File: src/rtl/hbm_pkg.sv
// ----------------------------------------------------------------------------
// Heartbeat monitor package
// Shared types, register indexes and reset values of the peer liveness monitor.
// ----------------------------------------------------------------------------
`default_nettype none

package hbm_pkg;

  localparam int unsigned NOW_W     = 32;
  localparam int unsigned ID_W      = 11;
  localparam int unsigned LEN_W     = 4;
  localparam int unsigned PAYLOAD_W = 64;
  localparam int unsigned TMO_W     = 16;
  localparam int unsigned RCV_W     = 4;
  localparam int unsigned CFG_IDX_W = 2;
  localparam int unsigned CFG_DAT_W = 16;

  localparam logic [LEN_W-1:0] MAX_LEN = LEN_W'(8);

  typedef enum logic [1:0] {
    ST_INIT       = 2'd0,
    ST_ONLINE     = 2'd1,
    ST_OFFLINE    = 2'd2,
    ST_RECOVERING = 2'd3
  } peer_state_t;

  typedef enum logic [1:0] {
    FC_DATA      = 2'd0,
    FC_HEARTBEAT = 2'd1,
    FC_OTHER     = 2'd2,
    FC_NONE      = 2'd3
  } frame_class_t;

  typedef enum logic [CFG_IDX_W-1:0] {
    CFG_DATA_ID    = 2'd0,
    CFG_HB_ID      = 2'd1,
    CFG_TIMEOUT    = 2'd2,
    CFG_RECOVERY   = 2'd3
  } cfg_index_t;

  localparam logic [ID_W-1:0]  RST_DATA_ID  = 11'h321;
  localparam logic [ID_W-1:0]  RST_HB_ID    = 11'h701;
  localparam logic [TMO_W-1:0] RST_TIMEOUT  = 16'd1500;
  localparam logic [RCV_W-1:0] RST_RECOVERY = 4'd3;

  localparam logic KIND_FRAME = 1'b0;

endpackage

`default_nettype wire

File: src/rtl/hbm_classify.sv
// ----------------------------------------------------------------------------
// Heartbeat monitor frame classifier
// Sorts a transaction into data, heartbeat, other frame or idle check.
// ----------------------------------------------------------------------------
`default_nettype none

module hbm_classify
  import hbm_pkg::*;
(
  input  wire logic            kind,
  input  wire logic [ID_W-1:0] frame_id,
  input  wire logic [ID_W-1:0] data_id,
  input  wire logic [ID_W-1:0] hb_id,
  output frame_class_t         frame_class
);

  always_comb begin
    priority if (kind != KIND_FRAME) begin
      frame_class = FC_NONE;
    end else if (frame_id == data_id) begin
      frame_class = FC_DATA;
    end else if (frame_id == hb_id) begin
      frame_class = FC_HEARTBEAT;
    end else begin
      frame_class = FC_OTHER;
    end
  end

endmodule

`default_nettype wire

File: config.mk
export PLATFORM = sky130hd
export DESIGN_NAME = hbm_classify
export DESIGN_NICKNAME = d
export VERILOG_FILES = /design/src/rtl/hbm_pkg.sv /design/src/rtl/hbm_classify.sv
export SDC_FILE = /design/constraint.sdc
export NUM_CORES = 1
export LEC_CHECK = 0
export BUFFER_PORTS_ARGS = -buffer_cell sky130_fd_sc_hd__buf_2
export CAP_MARGIN = 20
export CORE_AREA = 2 2 39 41
export DETAILED_ROUTE_END_ITERATION = 8
export DIE_AREA = 0 0 41 43
export GPL_TIMING_DRIVEN = 1
export PLACE_DENSITY = 0.54
export SYNTH_ARGS = -nofsm -noshare
export SYNTH_HDL_FRONTEND = slang
export SYNTH_SLANG_ARGS = --single-unit
File: constraint.sdc
create_clock -name vclk -period 1.7
set_input_delay 0.34 -clock vclk [all_inputs]
set_output_delay 0.34 -clock vclk [all_outputs]
set_load 0.05 [all_outputs]
==> summary.md <==
| Metric | Value |
|---|---|
| Post-layout util | 46.3% |
| First DRT Iteration DRCs | 0 |
| Synth-to-Final Area Change | 135% |
| Crit-path max FO | 2 |
| Total track usage | 9.19% |
| Die ar. | 1760 sq um |
| Lkg Pwr | 0.306 nW |
| Seq/Total Area, Yosys | 0% |
| First-pass GRT wire length | 1190 um |
| Die X | 41 um |
| Met2 Use GR | 18.1% |
| Cells after Synth | 32 |
| Clock Buffer Count | 0 |
| GR Layer Usage met1 | 10.1% |
| Antenna violations before repair | 0 |
| Routed Antenna Nets | 0 |
| Final slew viol count | 0 |
| Ports | 36 |
| Netlist cell types | 8 |
| Layout net count | 109 |
| Dpl ws | -0.110 ns |
| Ant diodes | 0 |
| Final wirelength | 786 um |
| Met3 Use GR | 1.05% |
| FP Rows | 14 |
| HP Class | input pin to output pin |
| Average vias per placed instance | 4.18 |
| Worst path cell trace | buf_6 -> xor2_2 -> nor4_2 -> nand3_1 -> a41o_1 -> buf_6 |
| Grt ovf | 0 |
| Largest net degree at the start of global routing | 3 |
| CP arrival | 1.36 ns |
| RSZ-0062 raised after global routing | yes |
| Fin crit period | 1.70 ns |
| Slew of the pin with the lowest slew margin | 0.245 ns |
| Worst path bufs/invs | 2 |
| Cell depth of the worst setup path | 6 |
| Setup crit end kind | output pin |
| Fmax achieved | 587 MHz |
| Worst path slowest cell | nor4_2 |
| Failing checks | setup timing |
| Worst EP required | 1.36 ns |
| 1st-pass router iterations | 1 |
| Post-synth top area share | 70.6% |
| Sw Share | 44.8% |
| Post-DR wirelength/cell | 8.83 um |
| Startpoint Class | input pin |
| Final Hold Viols | 0 |
| Hold depth | 3 |
| Mean area per synthesized cell | 8.52 sq um |
| Switching Power | 0.0000668 W |
| Cell taking the most area after synthesis | xor2_1 |
| Final total power | 0.000149 W |
| Critical Path Max Stage Delay | 0.28 ns |
| Vias in the first global route | 355 |
| Max-slew headroom | 83.6% |
| Sequential share of power | 0% |
| Seq Cell Count | 0 |
| Final worst slack | -0.00320 ns |
| Hpwl dp | 707 um |
| DRC viols | 0 |
| Status | finished with violations |
| Via count | 372 |
| Crit path max-delay family | simple AND/OR/NAND/NOR gates |
| Maxcap violations | 0 |
| Clock network power share | 0% |
| Power Density | 233 nW/um^2 |
| Global placement routability congestion | 0.644 |
| Final setup vio count | 2 |
| Layout cells sized above 1 | 69.9% |
| GR peak layer | met2 |
| Synth warn | 0 |
| Hold Buf Count CTS | 0 |
| Pint | 0.0000825 W |
| Core area | 1380 sq um |
| Initial Util | 19.7% |
| Post-synthesis cell area | 273 sq um |
| Final worst-path cycle share | 100% |
| Combinational power share | 100.0% |
| Peak supply drop | 0.0927 mV |
| Chip height | 43 um |
| Post-synth net total | 66 |
| Ranking of synthesized cells by area | xor2_1 71%, nor4_2 9.2%, nor4_1 4.6% |
| Buffers on Ports | 36 |
| Register area | 0 sq um |
| Total setup buffers inserted after CTS | 0 |
| Critical setup path kind | input pin to output pin |
| Commonest non-fill, non-tap cells in the layout | 26 x buf_2, 17 x xor2_1, 10 x buf_6 |
| Most frequent CP cell | buf_6 |
| Most common cell after layout, fill and taps aside | buf_2 |
-- kinds of logic after synthesis --
logic type	count (synthesis)	share of synthesized area [%]
AOI/OAI and AO/OA	2	6.42
xor gates and xnor gates	22	70.6
and+or+nand+nor	8	22.9
-- final cells by class --
type | instances | area (sq um)
Multi-Input combinational cell | 32 | 340
Tap cell | 16 | 20.0
Fill cell | 139 | 743
Timing Repair Buffer | 41 | 280
-- metrics by stage --
step | cells | hold slack (ns) | setup TNS, ns | area (sq um)
floorplan | 32 | 0.984 | 0 | 273
global placement | 89 | 1.09 | -0.185 | 510
detailed placement | 89 | 1.09 | -0.207 | 510
CTS | 89 | 1.01 | -0.101 | 554
global route | 89 | 1.05 | -0.159 | 641
finish | 89 | 1.02 | -0.00518 | 641
-- worst min-delay path: stages --
cell	delay (ns)
buf_2	0.09
a21o_1	0.09
buf_6	0.15
-- power groups by stage --
stage / clock [W] / sequential, W / combinational (W)
global placement: 0 / 0 / 0.000115
detailed placement: 0 / 0 / 0.000116
floorplan: 0 / 0 / 0.0000503
global route: 0 / 0 / 0.000164
CTS: 0 / 0 / 0.000126
finish: 0 / 0 / 0.000149
-- cell usage after synthesis --
master and number:
a21o_1 1, a41o_1 1, nand3_1 2, nor3_1 1
nor3_2 1, nor4_1 2, nor4_2 2, xor2_1 22
-- worst paths after layout --
check | start | endpoint
max | data_id[8] | frame_class[0]
min | kind | frame_class[1]
-- metal layers --
layer	vias up	part of all wire, %
li1	190	-
met1	156	37
met2	26	51
met3	0	12
met4	0	0
met5	-	0
-- repair_timing --
| action | in CTS | in global routing |
|---|---|---|
| endpoints found under the setup margin | 2 | 2 |
| endpoints found under the hold margin | 0 | 0 |
| pin swaps | 8 | 8 |
| gates resized for setup | 9 | 14 |
Note: power is estimated with default switching activity, not from simulation.
